--- src/fsc_sqrt.sv ---
// ----------------------------------------------------------------------------
// fsc_sqrt
// Bit-serial integer square root of a 64-bit value, one result bit a cycle.
// ----------------------------------------------------------------------------
`timescale 1ns / 1ps
`default_nettype none

module fsc_sqrt (
    input  wire logic        i_clk,
    input  wire logic        i_rst_n,
    input  wire logic        i_start,
    input  wire logic [63:0] i_value,
    output logic [31:0]      o_root,
    output logic             o_done
);

    logic [63:0] r_x;
    logic [34:0] r_rem;
    logic [31:0] r_root;
    logic [4:0]  r_cnt;
    logic        r_busy, r_done;
    logic [34:0] rem_sh, trial;
    logic        take;

    always_comb begin
        rem_sh = {r_rem[32:0], r_x[63:62]};
        trial  = {1'b0, r_root, 2'b01};
        take   = rem_sh >= trial;
    end

    always_ff @(posedge i_clk) begin
        if (i_start) begin
            r_x    <= i_value;
            r_rem  <= '0;
            r_root <= '0;
        end else if (r_busy) begin
            r_x    <= {r_x[61:0], 2'b00};
            r_rem  <= take ? rem_sh - trial : rem_sh;
            r_root <= {r_root[30:0], take};
        end
        if (!i_rst_n) begin
            r_busy <= 1'b0;
            r_done <= 1'b0;
            r_cnt  <= '0;
        end else begin
            r_done <= r_busy && (r_cnt == 5'd31);
            if (i_start) begin
                r_busy <= 1'b1;
                r_cnt  <= '0;
            end else if (r_busy) begin
                r_cnt <= r_cnt + 5'd1;
                if (r_cnt == 5'd31) begin
                    r_busy <= 1'b0;
                end
            end
        end
    end

    assign o_root = r_root;
    assign o_done = r_done;

endmodule

`default_nettype wire

--- config.mk ---
export PLATFORM = sky130hd
export DESIGN_NAME = fsc_sqrt
export DESIGN_NICKNAME = d
export VERILOG_FILES = /design/src/fsc_sqrt.sv
export SDC_FILE = /design/constraint.sdc
export NUM_CORES = 1
export LEC_CHECK = 0
export ABC_AREA = 1
export BUFFER_PORTS_ARGS = -buffer_cell sky130_fd_sc_hd__buf_2
export CORE_AREA = 2 2 120 122
export CTS_BUF_LIST = sky130_fd_sc_hd__clkbuf_8
export DETAILED_ROUTE_END_ITERATION = 6
export DIE_AREA = 0 0 122 124
export HOLD_SLACK_MARGIN = 0.15
export PLACE_DENSITY = 0.89
export SETUP_SLACK_MARGIN = 0.2
export SLEW_MARGIN = 10
export SYNTH_ARGS = -nofsm -noshare
export SYNTH_HDL_FRONTEND = slang
export SYNTH_SLANG_ARGS = --single-unit
--- constraint.sdc ---
create_clock -name i_clk -period 10.45 [get_ports i_clk]
set_input_delay 2.6125 -clock i_clk [delete_from_list [all_inputs] [get_ports i_clk]]
set_output_delay 2.6125 -clock i_clk [all_outputs]
set_load 0.005 [all_outputs]
==> summary by stage <==
Status
The flow ran to the end, and the final reports show no timing, DRC or antenna violations.

Route
The detailed router finished its first iteration with 572 violations. The wire length on met3 is 1180 um. The sum of routed wire segments on met1 is 8420 um.

After detailed routing, the number of remaining DRC violations is 0. Across all layers, the routed design uses 7425 vias. Dividing the detail-routed wire length by the instance count gives 13.5 um. For this block, the routed nets add up to 19500 um of wire. The length of the first detailed-routing pass in iterations is 6. The residual antenna-violating net count after detailed routing is 0. Signal routing reaches up to met4. Summed over all nets, wire length on met2 after detailed routing comes to 9440 um. Using the TritonRoute via totals, the vias-per-cell ratio works out to 5.13.

STA
At the pin with the least slew margin, the transition time is 1.12 ns. The final worst-path cycle share is 45.4%. The final clock skew is 0.0147 ns.

The setup total negative slack is 0 ns. Headroom to the max-slew limit came out at 25.6%. The final count of pins violating max slew is 0.

Setup violations remaining at the end of the flow were counted as 0. The hold violation total from the final report is 0. The setup slack of the critical path after layout is 5.71 ns. The minimum clock period after layout is 4.74 ns. Setup repair after global routing left no endpoint under its margin.

Based on the critical path, the design can be clocked at up to 211 MHz.

GRT
The pin count of the biggest net entering global routing is 90. After global routing the overflow that remains totals 0. The initial antenna violation count is 0. The via count of the first global-routing pass is 7130. The overall global routing resource usage is 27.2%. The first-pass GRT wire length is 32500 um.

Clock tree
The number of setup buffers added after CTS is 0. The clock transition at the registers of the reported paths is 0.08 ns. The total number of clock tree sinks is 136. The hold-fix buffer count after cts is 0. Clock tree synthesis inserted a total of 17 buffers. The clock reaches the later pin of the worst-skew pair after 0.47 ns.

The clock tree buffer depth is 2. In this run, post-CTS repair resized a total of 0 instances. The number of H-tree branching levels is 4. The cell at the root of the clock tree is clkbuf_8. The TritonCTS clock tree is done.

Synth
The number of flops mapped to enable cells by yosys is 64. The distinct cell type count of the synthesized netlist is 37. The fraction of synthesis flops using an asynchronous set or reset pin is 0%. The net count after synthesis is 1268. Summed over its instances, the top area cell type makes up 25.5% of the synthesized netlist area. During synthesis, Yosys emitted a total of 0 warnings. By count the netlist is led by nand2_1 (548), inv_1 (153), dfxtp_1 (72). The synthesized netlist occupies a cell area of 8080 um2. The total of flip-flops plus latches after synthesis is 136. Ranked by total cell area, the synthesized netlist is headed by nand2_1 (25%), edfxtp_1 (24%), dfxtp_1 (18%). The cell count after synthesis came out at 1165. The sequential area share after synthesis is 41.6%.

Of all cell types, the one taking the most synthesized area is nand2_1. nand2_1 is the most common cell in the netlist. Averaged over all synthesized cells, the footprint is 6.93 um2. Among all flip-flop cells after synthesis, the most frequent one is dfxtp_1.

Power and ir drop
The power density over the cells is 285 nW/um2. Total power for the finished layout comes to 2.59 mW. VDD sags by at most 0.000126 V. The leakage component of the power is 4.87 nW.

Critical path
The count of buffer and inverter cells on the critical path is 4. STA classifies the critical path startpoint as a primary input. Walking the worst path, the cells encountered are buf_2 -> nor2_2 -> buf_4 -> clkinv_2 -> buf_4. By startpoint and endpoint, the worst setup path is classified as in2reg. The maximum single-stage delay on the critical path is 0.79 ns.

The gate family responsible for the most delay along the worst path is buffers and inverters. The library cell appearing most often on the critical path is buf_4. STA classifies the critical path endpoint as a flip-flop.

The critical path arrival is 4.83 ns. The largest fanout on the critical path is 89. The data required time of the worst path is 10.53 ns. The register-to-register path setup slack is 7.49 ns. The slowest stage of the critical path is the buf_2 cell.

Placement
The HPWL reported at the end of detailed placement is 14000 um. The weighted congestion reported at the end of routability-driven placement is 0.947. Prior to clock tree synthesis, the placed netlist has a worst setup slack of 5.26 ns. The count of input and output buffers is 99. The post-place instance area is 8660 um2.

Floorplanning
The area of the core is 13700 um2. The floorplan step defined a die boundary enclosing 15100 um2. The initial core utilization is 58.9%. The vertical die dimension is 124 um. The die is 122 um wide. The row count is 43. The number of I/O pins is 100.

Final layout
The number of fill cells is 1265. The area growth from synthesis to layout is 12.2%. The register cell area after layout is 3360 um2. The area of combinational cells with multiple inputs is 3970 um2. Once layout is done, the placed cells without fillers occupy 9060 um2.

In the final layout, the share of cells above drive strength 1 is 12.3%. The count of nets after finishing is 1356. The antenna diode count is 0.

Worst hold path
The kind of path behind the tightest hold check is reg2reg.

Flow run
Max-cap violations in this run came to 0.
## state kept, by name, summed over array words and instances (netlist names)
register and count:
r_rem 33, r_busy 1, r_x 64, o_done 1, r_cnt 5, o_root 32
## layout make-up
cell class | count | share of cell area [%]
multi-input cells | 840 | 43.8
clock inverters | 15 | 1.82
well taps | 180 | 2.49
inverters | 156 | 6.48
clock buffers | 17 | 2.58
repair buffers | 102 | 5.72
flip-flops and latches | 136 | 37.1
## worst reg2reg max path: cells and delay by family, from the launching register on
kind | cells | cell delay (ns)
and+or+nand+nor | 11 | 1.72
AOI/OAI and AO/OA | 1 | 0.37
adders and majority gates | 1 | 0.37
buffers and inverters | 1 | 0.07
DFF | 1 | 0.33
## cell usage in the layout (no fill, tap or decap), types with 8 or more instances in the layout
| cell type | count |
|---|---|
| clkbuf_8 | 17 |
| nor3_1 | 13 |
| o22ai_1 | 31 |
| nand4_1 | 8 |
| inv_1 | 153 |
| nor2_1 | 46 |
| nand3b_1 | 10 |
| dfxtp_1 | 72 |
| buf_2 | 99 |
| nand2_1 | 548 |
| ha_1 | 36 |
| edfxtp_1 | 64 |
| a21oi_1 | 23 |
| xor2_1 | 15 |
| nand3_1 | 71 |
## routing by layer
metal  vias to the layer above  global-route usage (%)
li1                       3846                       -
met1                      3337                    32.6
met2                       211                    47.6
met3                        31                    6.27
met4                         0                    10.3
met5                         -                       0
## stage by stage
step           hold slack, ns  std cells  util [%]
2_1_floorplan           0.430       1165         -
3_3_place_gp            0.444       1414      63.1
3_5_place_dp            0.454       1414      63.1
4_1_cts                 0.471       1446      66.0
5_1_grt                 0.490       1446      66.0
6_report                0.470       1446      66.0
## kinds of logic (layout without fill, tap and decap cells)
kind of cell,Yosys count,after routing,share of synthesized area [%]
adders and majority gates,36,36,5.58
AOI/OAI and AO/OA,70,70,5.21
xor gates and xnor gates,15,15,1.63
DFF,136,136,41.6
buffers and inverters,189,290,9.27
and+or+nand+nor,719,719,36.7
## worst paths after layout
kind                                               end                     from  cells past startpoint
worst min-delay path            r_rem[32]$_SDFFE_PP0P_   r_rem[32]$_SDFFE_PP0P_                      2
worst max register to register  r_rem[30]$_SDFFE_PP0P_  o_root[20]$_SDFFE_PP0P_                     14
worst max-delay path                 r_x[60]$_DFFE_PP_                  i_start                      5
worst min register to register  r_rem[32]$_SDFFE_PP0P_   r_rem[32]$_SDFFE_PP0P_                      2
## where the power goes
group | total, mW | internal, mW | switching, mW
combinational | 1.48 | 0.477 | 1.01
sequential | 0.660 | 0.625 | 0.0352
clock | 0.443 | 0.216 | 0.227
Note: power is estimated with default switching activity, not from simulation.
