[src/fsc_pkg.sv]
// ----------------------------------------------------------------------------
// fsc_pkg
// Types, constants and helpers for the frustum sphere culler.
// ----------------------------------------------------------------------------
`timescale 1ns / 1ps
`default_nettype none

package fsc_pkg;

    localparam int VAL_W   = 32;
    localparam int ACC_W   = 66;
    localparam int PLANES  = 6;
    localparam int MAT_N   = 16;
    localparam int PSTORE  = PLANES * 4;
    localparam int DIVD_W  = 48;
    localparam int IN_DW   = 168;
    localparam int OUT_DW  = 8;

    localparam logic signed [VAL_W-1:0] ONE_Q16 = 32'sh0001_0000;

    localparam logic [1:0] CMD_LOAD_PROJ = 2'd0;
    localparam logic [1:0] CMD_LOAD_VIEW = 2'd1;
    localparam logic [1:0] CMD_BUILD     = 2'd2;
    localparam logic [1:0] CMD_TEST      = 2'd3;

    typedef struct packed {
        logic                    valid;
        logic                    clr;
        logic                    last;
        logic                    noshift;
        logic signed [VAL_W-1:0] a;
        logic signed [VAL_W-1:0] b;
    } t_mac_op;

    function automatic logic signed [VAL_W-1:0] sat32(input logic signed [ACC_W-1:0] v);
        logic signed [VAL_W-1:0] r;
        if (v > $signed(66'sh0_7FFF_FFFF)) begin
            r = 32'sh7FFF_FFFF;
        end else if (v < -$signed(66'sh0_8000_0000)) begin
            r = 32'sh8000_0000;
        end else begin
            r = v[VAL_W-1:0];
        end
        return r;
    endfunction

    // right, left, bottom, top, back, front
    function automatic logic plane_neg(input logic [2:0] p);
        logic r;
        case (p)
            3'd0, 3'd3, 3'd4: r = 1'b1;
            default:          r = 1'b0;
        endcase
        return r;
    endfunction

endpackage

`default_nettype wire

[src/fsc_mac.sv]
// ----------------------------------------------------------------------------
// fsc_mac
// Shared two-stage multiply-accumulate: registered product, then accumulate.
// ----------------------------------------------------------------------------
`timescale 1ns / 1ps
`default_nettype none

module fsc_mac import fsc_pkg::*; (
    input  wire logic                    i_clk,
    input  wire logic                    i_rst_n,
    input  wire t_mac_op                 i_op,
    output logic signed [ACC_W-1:0]      o_acc,
    output logic                         o_done
);

    logic signed [2*VAL_W-1:0] r_prod;
    logic                      r_v, r_clr, r_last, r_ns;
    logic signed [ACC_W-1:0]   r_acc;
    logic signed [ACC_W-1:0]   n_acc;
    logic signed [ACC_W-1:0]   ext;
    logic                      r_done;

    always_comb begin
        // floor shift by the fraction width unless the full product is wanted
        ext   = r_ns ? {{2{r_prod[63]}}, r_prod} : {{18{r_prod[63]}}, r_prod[63:16]};
        n_acc = (r_clr ? '0 : r_acc) + ext;
    end

    always_ff @(posedge i_clk) begin
        r_prod <= i_op.a * i_op.b;
        r_clr  <= i_op.clr;
        r_last <= i_op.last;
        r_ns   <= i_op.noshift;
        if (r_v) begin
            r_acc <= n_acc;
        end
        if (!i_rst_n) begin
            r_v    <= 1'b0;
            r_done <= 1'b0;
        end else begin
            r_v    <= i_op.valid;
            r_done <= r_v && r_last;
        end
    end

    assign o_acc  = r_acc;
    assign o_done = r_done;

endmodule

`default_nettype wire

[config.mk]
export PLATFORM = sky130hd
export DESIGN_NAME = fsc_mac
export DESIGN_NICKNAME = d
export VERILOG_FILES = /design/src/fsc_pkg.sv /design/src/fsc_mac.sv
export SDC_FILE = /design/constraint.sdc
export NUM_CORES = 2
export LEC_CHECK = 0
export BUFFER_PORTS_ARGS = -buffer_cell sky130_fd_sc_hd__buf_4
export CAP_MARGIN = 15
export CORE_UTILIZATION = 43
export CTS_CLUSTER_DIAMETER = 200
export DETAILED_ROUTE_END_ITERATION = 10
export GPL_TIMING_DRIVEN = 0
export PLACE_DENSITY = 0.58
export REMOVE_ABC_BUFFERS = 1
export SLEW_MARGIN = 20
export SYNTH_ARGS = -nofsm -noshare
export SYNTH_HDL_FRONTEND = slang
export SYNTH_SLANG_ARGS = --single-unit
[constraint.sdc]
create_clock -name i_clk -period 24.3 [get_ports i_clk]
set_input_delay 2.43 -clock i_clk [delete_from_list [all_inputs] [get_ports i_clk]]
set_output_delay 2.43 -clock i_clk [all_outputs]
set_load 0.02 [all_outputs]
==> results by group <==
Detailed routing
  – Initial drt markers: 1730
  – Vias/cell: 5.18
  – WL final: 117000 um
  – Drt wl/cell: 19.2 um
  – DR vias: about 32000
  – Final ANT Viol Nets: 0
  – Drc violations: 0
  – Router iterations before antenna repair: 5

Logic synthesis
  – Synthesized cell area: about 45000 um2
  – Synth Flop Type: dfxtp_1
  – Post-Syn Instances: 4811
  – Syn avg cell area: 9.29 um2
  – Unique cell type count in the Yosys netlist: 63
  – YS warnings: 0
  – Largest family of logic cells by synthesized area: adder cells
  – Register bit total from synthesis: approximately 140
  – Mux contribution to synthesized area: roughly 1.2%
  – Post-synth EDFFs: 66
  – Synth async-reset ratio: 0%
  – Post-Synth Adder-Cell Area: 55.5%
  – Sequential element share of the synthesized area: 7.52%
  – Simple-gate share of the synthesized area: about 16%
  – Synth Area in Compound Gates: 6.39%
  – XOR/XNOR Fraction of Synth Area: roughly 2.7%

Min path
  – WHS Path Cells: 1
  – Hold Crit Endpoint: o_done
  – Hold Path Class: reg2reg
  – HP Start: r_last

GRT
  – Vias in the first global route: between 30000 and 40000
  – Largest net degree at the start of global routing: 52
  – First-pass GRT wire length: 194000 um
  – Grt total ovfl: 0
  – Initial antenna violation count: 0
  – Tot GR Track Use: 23.3%

Die
  – Core ar.: 102000 um2
  – Die area: 105000 um2
  – Top Ports: about 140
  – Die width: roughly 320 um
  – Num rows: roughly 120
  – Initial Util: 43.6%
  – Die Y-Extent: between 300 and 400 um

Setup path
  – Reg2Reg Depth: 15
  – Worst Path Arrival: approximately 11000 ps
  – R2r setup slk: 19400 ps
  – R2R Path End: o_acc[62]
  – CP dominant cell by count: fa_1
  – CP delay by family, top: adder cells
  – Slowest CP cell: fa_1
  – Data required, critical path: 24620 ps
  – Slowest Stage Delay on Critical Path: 980 ps
  – Worst setup SP type: primary input
  – Crit. End Element: flop
  – CP Max Fanout: 32
  – Critical Setup Path Class: in2reg
  – Crit path buffers/inverters: 8
  – RR Startpoint: r_ns

Cells and area
  – Design area: 47100 um2
  – Area growth from synthesis to layout: 5.40%
  – Register Area: 3370 um2
  – Layout cell share with drive strength beyond 1: 4.94%
  – Multi-input gate area: 36500 um2
  – Most frequent cells in the layout: fa_1 (1082), inv_1 (1036), nand2_1 (608)
  – Most common cell after layout, fill and taps aside: fa_1
  – Fillers: 9992
  – Nets: between 6000 and 7000
  – Final Non-Filler Cells: 6088

Placement
  – Dpl cells: 6055
  – Routability cong.: approximately 0.94
  – Placed cell areas: about 47000 um2
  – Post-DP HPWL: 95400 um
  – PortBufs: roughly 140
  – Pre-CTS setup slack: 12950 ps

Timing
  – FMAX: 0.0922 GHz
  – Final setup viols: 0
  – Fin Setup TNS: 0 ps
  – Worst rel slew slack: 29.3%
  – Final count of hold timing violations: 0
  – Fin worst setup slack: around 13000 ps
  – Final Slew Violations: 0
  – RSZ-0062 raised after global routing: false
  – Final Cycle Share: 44.7%
  – Worst Skew: 15.2 ps
  – Fin crit period: 10850 ps
  – Slew @ Worst Pin: 1050 ps

CTS
  – Post-CTS setup buffer count: 0
  – Root Buffer: clkbuf_16
  – Post-cts resize count: 0
  – Cts bufs inserted: 17
  – CTS Hold Bufs: 0
  – Longest Clk Path Bufs: 2
  – Clock transition at path regs: 70 ps
  – # clock sinks: 135
  – TritonCTS clock tree: built
  – H-tree depth: 4
  – Clock Latency Late Sink: 440 ps

Run status
  – Status: complete, no violations

Flow run
  – Max-Cap Viols: 0
## logic make-up after synthesis
group           Yosys count
xor+xnor                136
buf+inv                1300
mux                      47
fa+ha+maj              1332
compound gates          444
simple gates           1417
flops                   135
## cells in the mapped netlist (14+ instances only)
master | count | area share [%]
a21o_1 | 76 | 1.3
a21oi_1 | 149 | 1.7
a31oi_1 | 20 | 0.28
and2_1 | 516 | 7.2
and3_1 | 19 | 0.27
clkbuf_1 | 260 | 2.2
dfxtp_1 | 69 | 3.1
edfxtp_1 | 66 | 4.4
fa_1 | 1083 | 48
ha_1 | 249 | 7.0
inv_1 | 1037 | 8.7
mux2_2 | 46 | 1.2
nand2_1 | 608 | 5.1
nand2b_1 | 20 | 0.28
nand3_1 | 28 | 0.31
nand4_1 | 28 | 0.39
nor2_1 | 85 | 0.71
nor2b_1 | 73 | 1.0
nor3_1 | 18 | 0.20
o21a_1 | 14 | 0.24
o21ai_0 | 61 | 0.68
o21bai_1 | 29 | 0.49
xnor2_1 | 90 | 1.8
xor2_1 | 46 | 0.90
## final cells by class
cell class / instances / area share [%]
multi-input cells: 3376 / 77.4
diodes: 1 / 0.00531
inverters: 1037 / 8.26
repair buffers: 139 / 2.33
well taps: 1368 / 3.63
clock inverters: 14 / 0.316
flip-flops and latches: 135 / 7.16
clock buffers: 18 / 0.911
## how the worst max path moves through the flow
stage | from | slack [ps] | endpoint | cells after the start
after floorplan | i_op[63] | 14560 | r_prod[63] | 27
after global placement | i_op[5] | 13010 | r_prod[63] | 28
after detailed placement | i_op[5] | 12950 | r_prod[63] | 28
after CTS | i_op[5] | 13420 | r_prod[63] | 28
after global routing | i_op[5] | 12890 | r_prod[63] | 28
final | i_op[5] | 13450 | r_prod[63] | 28
## metal layers
layer	track usage, %	wire, um
met2	40.3	58100
met3	2.06	4240
met1	31.6	52100
met5	0	0
met4	5.46	2660
## flip-flops by register name, indices dropped and copies added, names as in the netlist
name,count
o_acc,66
o_done,1
r_clr,1
r_last,1
r_ns,1
r_prod,64
r_v,1
## stage by stage
stage / hold WS (ps) / util (%)
after floorplan: 429 / -
after global placement: 474 / 45.3
after detailed placement: 478 / 45.4
after CTS: 487 / 46.0
after global routing: 500 / 46.0
final: 479 / 46.0
Power is not shown: default switching activity piles up to over one toggle a cycle in this logic, so the estimate is an artifact.
