$ cat config.mk
export PLATFORM = sky130hd
export DESIGN_NAME = fsc_div
export DESIGN_NICKNAME = d
export VERILOG_FILES = /design/src/fsc_pkg.sv /design/src/fsc_div.sv
export SDC_FILE = /design/constraint.sdc
export NUM_CORES = 1
export LEC_CHECK = 0
export BUFFER_PORTS_ARGS = -buffer_cell sky130_fd_sc_hd__buf_2
export CAP_MARGIN = 20
export CORE_AREA = 4 4 123 102
export CTS_CLUSTER_SIZE = 24
export DETAILED_ROUTE_END_ITERATION = 10
export DIE_AREA = 0 0 127 106
export PLACE_DENSITY = 0.95
export SLEW_MARGIN = 20
export SYNTH_ARGS = -nofsm -noshare
export SYNTH_HDL_FRONTEND = slang
export SYNTH_SLANG_ARGS = --single-unit
$ cat constraint.sdc
create_clock -name i_clk -period 4.5 [get_ports i_clk]
set_input_delay 0.675 -clock i_clk [delete_from_list [all_inputs] [get_ports i_clk]]
set_output_delay 0.675 -clock i_clk [all_outputs]
set_load 0.01 [all_outputs]
$ cat src/fsc_pkg.sv
// ----------------------------------------------------------------------------
// fsc_pkg
// Types, constants and helpers for the frustum sphere culler.
// ----------------------------------------------------------------------------
`timescale 1ns / 1ps
`default_nettype none

package fsc_pkg;

    localparam int VAL_W   = 32;
    localparam int ACC_W   = 66;
    localparam int PLANES  = 6;
    localparam int MAT_N   = 16;
    localparam int PSTORE  = PLANES * 4;
    localparam int DIVD_W  = 48;
    localparam int IN_DW   = 168;
    localparam int OUT_DW  = 8;

    localparam logic signed [VAL_W-1:0] ONE_Q16 = 32'sh0001_0000;

    localparam logic [1:0] CMD_LOAD_PROJ = 2'd0;
    localparam logic [1:0] CMD_LOAD_VIEW = 2'd1;
    localparam logic [1:0] CMD_BUILD     = 2'd2;
    localparam logic [1:0] CMD_TEST      = 2'd3;

    typedef struct packed {
        logic                    valid;
        logic                    clr;
        logic                    last;
        logic                    noshift;
        logic signed [VAL_W-1:0] a;
        logic signed [VAL_W-1:0] b;
    } t_mac_op;

    function automatic logic signed [VAL_W-1:0] sat32(input logic signed [ACC_W-1:0] v);
        logic signed [VAL_W-1:0] r;
        if (v > $signed(66'sh0_7FFF_FFFF)) begin
            r = 32'sh7FFF_FFFF;
        end else if (v < -$signed(66'sh0_8000_0000)) begin
            r = 32'sh8000_0000;
        end else begin
            r = v[VAL_W-1:0];
        end
        return r;
    endfunction

    // right, left, bottom, top, back, front
    function automatic logic plane_neg(input logic [2:0] p);
        logic r;
        case (p)
            3'd0, 3'd3, 3'd4: r = 1'b1;
            default:          r = 1'b0;
        endcase
        return r;
    endfunction

endpackage

`default_nettype wire

$ cat src/fsc_div.sv
// ----------------------------------------------------------------------------
// fsc_div
// Restoring unsigned divider, 48-bit dividend by 32-bit divisor, bit a cycle.
// ----------------------------------------------------------------------------
`timescale 1ns / 1ps
`default_nettype none

module fsc_div import fsc_pkg::*; (
    input  wire logic              i_clk,
    input  wire logic              i_rst_n,
    input  wire logic              i_start,
    input  wire logic [DIVD_W-1:0] i_dividend,
    input  wire logic [31:0]       i_divisor,
    output logic [DIVD_W-1:0]      o_quot,
    output logic                   o_done
);

    logic [DIVD_W-1:0] r_q;
    logic [31:0]       r_r;
    logic [31:0]       r_d;
    logic [5:0]        r_cnt;
    logic              r_busy, r_done;
    logic [32:0]       rr;
    logic              take;

    always_comb begin
        rr   = {r_r, r_q[DIVD_W-1]};
        take = rr >= {1'b0, r_d};
    end

    always_ff @(posedge i_clk) begin
        if (i_start) begin
            r_q <= i_dividend;
            r_r <= '0;
            r_d <= i_divisor;
        end else if (r_busy) begin
            r_q <= {r_q[DIVD_W-2:0], take};
            r_r <= take ? 32'(rr - {1'b0, r_d}) : rr[31:0];
        end
        if (!i_rst_n) begin
            r_busy <= 1'b0;
            r_done <= 1'b0;
            r_cnt  <= '0;
        end else begin
            r_done <= r_busy && (r_cnt == 6'(DIVD_W - 1));
            if (i_start) begin
                r_busy <= 1'b1;
                r_cnt  <= '0;
            end else if (r_busy) begin
                r_cnt <= r_cnt + 6'd1;
                if (r_cnt == 6'(DIVD_W - 1)) begin
                    r_busy <= 1'b0;
                end
            end
        end
    end

    assign o_quot = r_q;
    assign o_done = r_done;

endmodule

`default_nettype wire

==> metrics.cfg <==
[run_status]
run_status=finished, final reports clean

[power_and_ir_drop]
power_density_over_the_cells_nw_per_um2=426.7
leakagePower_nw=3.435
irDropWorstVdd_mv=0.3787

[setup_path]
timing.critical_path.arrival_ns=3.47
worst-setup-path-type=reg2reg
crit_buf_inv=1
cells_along_the_critical_path=inv_1 > ha_1 > fa_1 > and2b_1 > o2111ai_1 > a2111o_1 > a31oi_2 > o21ai_2 > o21bai_1 > xor2_1 > mux2i_1 > a211oi_1
worst_path_max_delay_cell=sky130_fd_sc_hd__a2111o_1
cp_max_fo=3
worstSetupStartpointType=register
slowest_delay_ns=0.52
cp.required_ns=4.81
worst_path_dominant_cell_family=compound AO/OA/AOI/OAI gates
end_kind=register

[synthesis]
synthesis.yosys.warnings=0
synth_simple_gate_area_share=0.1054
ys_async_sr_fraction=0
ys_flop_type=sky130_fd_sc_hd__edfxtp_1
postSynthCellCount=614
synth_top_family_by_area=compound AO/OA/AOI/OAI gates
synth_mux_area_frac=0.1177
synth_seq_area_share=0.4828
syn-num-nets=731
synth-edff-count=80
postSynthRegisterBits=120
synth-xor-area-share=0.03829
synth_area_um2=6634
yosys.cell_types.count=63
yosys.area_share.adder=0.06526
syn_avg_cell_area_um2=10.80
synth_compound_area_frac=0.1494

[route]
post_drt_via_cell_ratio=5.914
remaining_drc_errors=0
detail_route.wl_per_cell_um=17.85
total_wirelength_mm=16.17
drt_initial_violations=437
drt_first_pass_iters=6
dr_total_vias=5358
postRouteAntennaNets=0

[clock_network]
tritoncts.num_buffers=17
cts_setup_buffers=0
cts_tree=built
clock_sinks=120
clk_transition_reported_paths_ns=0.06
cts_htree_levels=4
post_cts_resize_count=0
ctsHoldBuffers=0
insertion_delay_ns=0.42
cts.root.buffer_cell=sky130_fd_sc_hd__clkbuf_16
clock_path_buffers=2

[flow_run]
maxCapViolCount=0

[sta]
final.setup.tns_ns=0
number_of_hold_violations_in_the_final_report=0
period_minus_slack_ns=3.152
slew_headroom=0.3220
worst_clock_skew_ns=0.01553
achievable-frequency_mhz=317.2
timing.final.setup_violations=0
rsz0062_at_grt=false
final.period_utilization=0.7005
fin_ws_ns=1.348
final-max-slew-violation-count=0
worst_slew_pin_slew_ns=1.017

[cells_and_area]
post_layout_nonfiller_instances=906
postLayoutCoreUtil=0.7078
drive_gt1_frac=0.3047
insertedDiodeCount=0
area_delta_synth_final_pct=20.54
final_net_count=862
finalInstanceArea_um2=7996

[die]
core_area_um2=11300
die_area_um2=13460
fp.dieH_um=106
chipWidth_um=127
num_rows=35
initial_core_util=0.5872
io_pins=132

[placement]
dpl.hpwl_mm=11.28
place.gp.congestion=0.9108
post-place-cells=874
post-place-ws_ns=1.461
detailed_place.area_um2=7393
port_buffers=131

[global_route]
vias_in_the_first_global_route=5318
antenna_found_initial=0
grt_pass1_wl_mm=25.84
grt_overflow_total=0
grtUsageTotal=0.2392
grt_start_max_net_pins=81

[hold_path]
holdCritPathClass=in2reg

## synthesized netlist by cell type, types with 2 or more instances
cell	n	area [um^2]
sky130_fd_sc_hd__a21o_1	12	90.09
sky130_fd_sc_hd__a21oi_2	2	17.52
sky130_fd_sc_hd__o2111ai_1	2	17.52
sky130_fd_sc_hd__nor2b_1	3	18.77
sky130_fd_sc_hd__nor3b_1	2	15.01
sky130_fd_sc_hd__nand4_1	3	18.77
sky130_fd_sc_hd__o21ai_0	14	70.07
sky130_fd_sc_hd__buf_2	5	25.02
sky130_fd_sc_hd__o31ai_1	2	15.01
sky130_fd_sc_hd__xor2_1	17	148.9
sky130_fd_sc_hd__a31oi_1	4	25.02
sky130_fd_sc_hd__o22ai_1	2	12.51
sky130_fd_sc_hd__xnor2_1	12	105.1
sky130_fd_sc_hd__and4_1	2	17.52
sky130_fd_sc_hd__nor2_1	52	195.2
sky130_fd_sc_hd__buf_6	3	33.78
sky130_fd_sc_hd__or3_1	3	18.77
sky130_fd_sc_hd__a211oi_1	20	150.1
sky130_fd_sc_hd__nand2b_1	7	43.79
sky130_fd_sc_hd__o211ai_1	3	22.52
sky130_fd_sc_hd__inv_1	42	157.7
sky130_fd_sc_hd__edfxtp_1	80	2402
sky130_fd_sc_hd__mux2_2	48	540.5
sky130_fd_sc_hd__clkbuf_1	14	52.55
sky130_fd_sc_hd__o21bai_1	3	22.52
sky130_fd_sc_hd__nor3_1	8	40.04
sky130_fd_sc_hd__dfxtp_1	40	800.8
sky130_fd_sc_hd__o31ai_4	2	42.54
sky130_fd_sc_hd__nand3_1	14	70.07
sky130_fd_sc_hd__o21a_1	6	45.04
sky130_fd_sc_hd__nand2_1	48	180.2
sky130_fd_sc_hd__a21oi_1	34	170.2
sky130_fd_sc_hd__ha_1	33	412.9
sky130_fd_sc_hd__a211oi_2	2	25.02
sky130_fd_sc_hd__o21ai_1	16	80.08
sky130_fd_sc_hd__and3_1	4	25.02
sky130_fd_sc_hd__mux2i_1	24	240.2
## logic make-up (layout without fill, tap and decap cells)
group                    Yosys count  count (layout)
AO/OA/AOI/OAI                    140             140
XOR/XNOR                          29              29
adder cells (fa/ha/maj)           34              34
buffers and inverters             65             209
flip-flops                       120             120
multiplexers                      72              72
AND/OR/NAND/NOR                  154             154
## registers in the layout, indices dropped and copies added (netlist names)
| name | flops |
|---|---|
| r_r | 32 |
| r_d | 32 |
| r_cnt | 6 |
| o_quot | 48 |
| o_done | 1 |
| r_busy | 1 |
## per-stage QoR
| step | hold WS (ns) | total power [W] |
|---|---|---|
| 3_3_place_gp | 0.4552 | 0.002012 |
| 5_1_grt | 0.4210 | 0.003554 |
| 6_report | 0.4282 | 0.003412 |
| 3_5_place_dp | 0.4660 | 0.002046 |
| 2_1_floorplan | 0.4432 | 0.001850 |
| 4_1_cts | 0.4174 | 0.003418 |
## worst paths after layout
path	from	endpoint	slack, ns	cells past startpoint
setup / recovery	o_quot[47]	r_r[28]	1.35	12
hold / removal	i_divisor[8]	r_d[8]	0.43	1
setup reg to reg	o_quot[47]	r_r[28]	1.35	12
hold reg to reg	r_r[8]	r_r[8]	0.48	2
## layout by cell type, fill, tap and decap left out, types with 2 or more instances in the layout
cell                        netlist  final
sky130_fd_sc_hd__nand2_1         48     48
sky130_fd_sc_hd__and4_1           2      2
sky130_fd_sc_hd__xor2_1          17     17
sky130_fd_sc_hd__o21ai_0         14     14
sky130_fd_sc_hd__o31ai_1          2      2
sky130_fd_sc_hd__xnor2_1         12     12
sky130_fd_sc_hd__a21oi_2          2      2
sky130_fd_sc_hd__ha_1            33     33
sky130_fd_sc_hd__o31ai_4          2      2
sky130_fd_sc_hd__nand3_1         14     14
sky130_fd_sc_hd__mux2_2          48     48
sky130_fd_sc_hd__clkbuf_16        0     19
sky130_fd_sc_hd__nand4_1          3      3
sky130_fd_sc_hd__o21ai_1         16     16
sky130_fd_sc_hd__a31oi_1          4      4
sky130_fd_sc_hd__o2111ai_1        2      2
sky130_fd_sc_hd__a211oi_2         2      2
sky130_fd_sc_hd__mux2i_1         24     24
sky130_fd_sc_hd__inv_1           42     41
sky130_fd_sc_hd__a21oi_1         34     34
sky130_fd_sc_hd__dfxtp_1         40     39
sky130_fd_sc_hd__nor2_1          52     52
sky130_fd_sc_hd__inv_6            0      2
sky130_fd_sc_hd__nor3b_1          2      2
sky130_fd_sc_hd__buf_2            5    130
sky130_fd_sc_hd__o21a_1           6      6
sky130_fd_sc_hd__a21o_1          12     12
sky130_fd_sc_hd__and3_1           4      4
sky130_fd_sc_hd__clkinv_4         0      5
sky130_fd_sc_hd__o22ai_1          2      2
sky130_fd_sc_hd__a211oi_1        20     20
sky130_fd_sc_hd__nor3_1           8      8
sky130_fd_sc_hd__o211ai_1         3      3
sky130_fd_sc_hd__edfxtp_1        80     80
sky130_fd_sc_hd__nor2b_1          3      3
sky130_fd_sc_hd__buf_4            0      5
sky130_fd_sc_hd__o21bai_1         3      3
sky130_fd_sc_hd__nand2b_1         7      7
sky130_fd_sc_hd__or3_1            3      3
## power breakdown
part / total, W / internal (W) / switching (W)
logic: 0.000697 / 0.000297 / 0.000400
registers: 0.00135 / 0.00129 / 0.0000561
clock network: 0.00137 / 0.000847 / 0.000521
## layout make-up
cell class                      instances  area (um^2)
Clock buffer                           21        493.0
Sequential cell                       120         3204
Clock inverter                         11        110.1
Tap cell                              148        185.2
Multi-Input combinational cell        429         3158
Timing Repair Buffer                  135        688.2
Fill cell                             784         3302
Inverter                               42        157.7
## layer usage
metal,vias to the layer above,GRT usage,part of all wire
met5,-,0,0
met4,0,0.1080,0.031
met3,53,0.06529,0.081
met2,276,0.3943,0.49
met1,2520,0.2937,0.39
li1,2509,-,-
(Power assumes the default switching activity.)
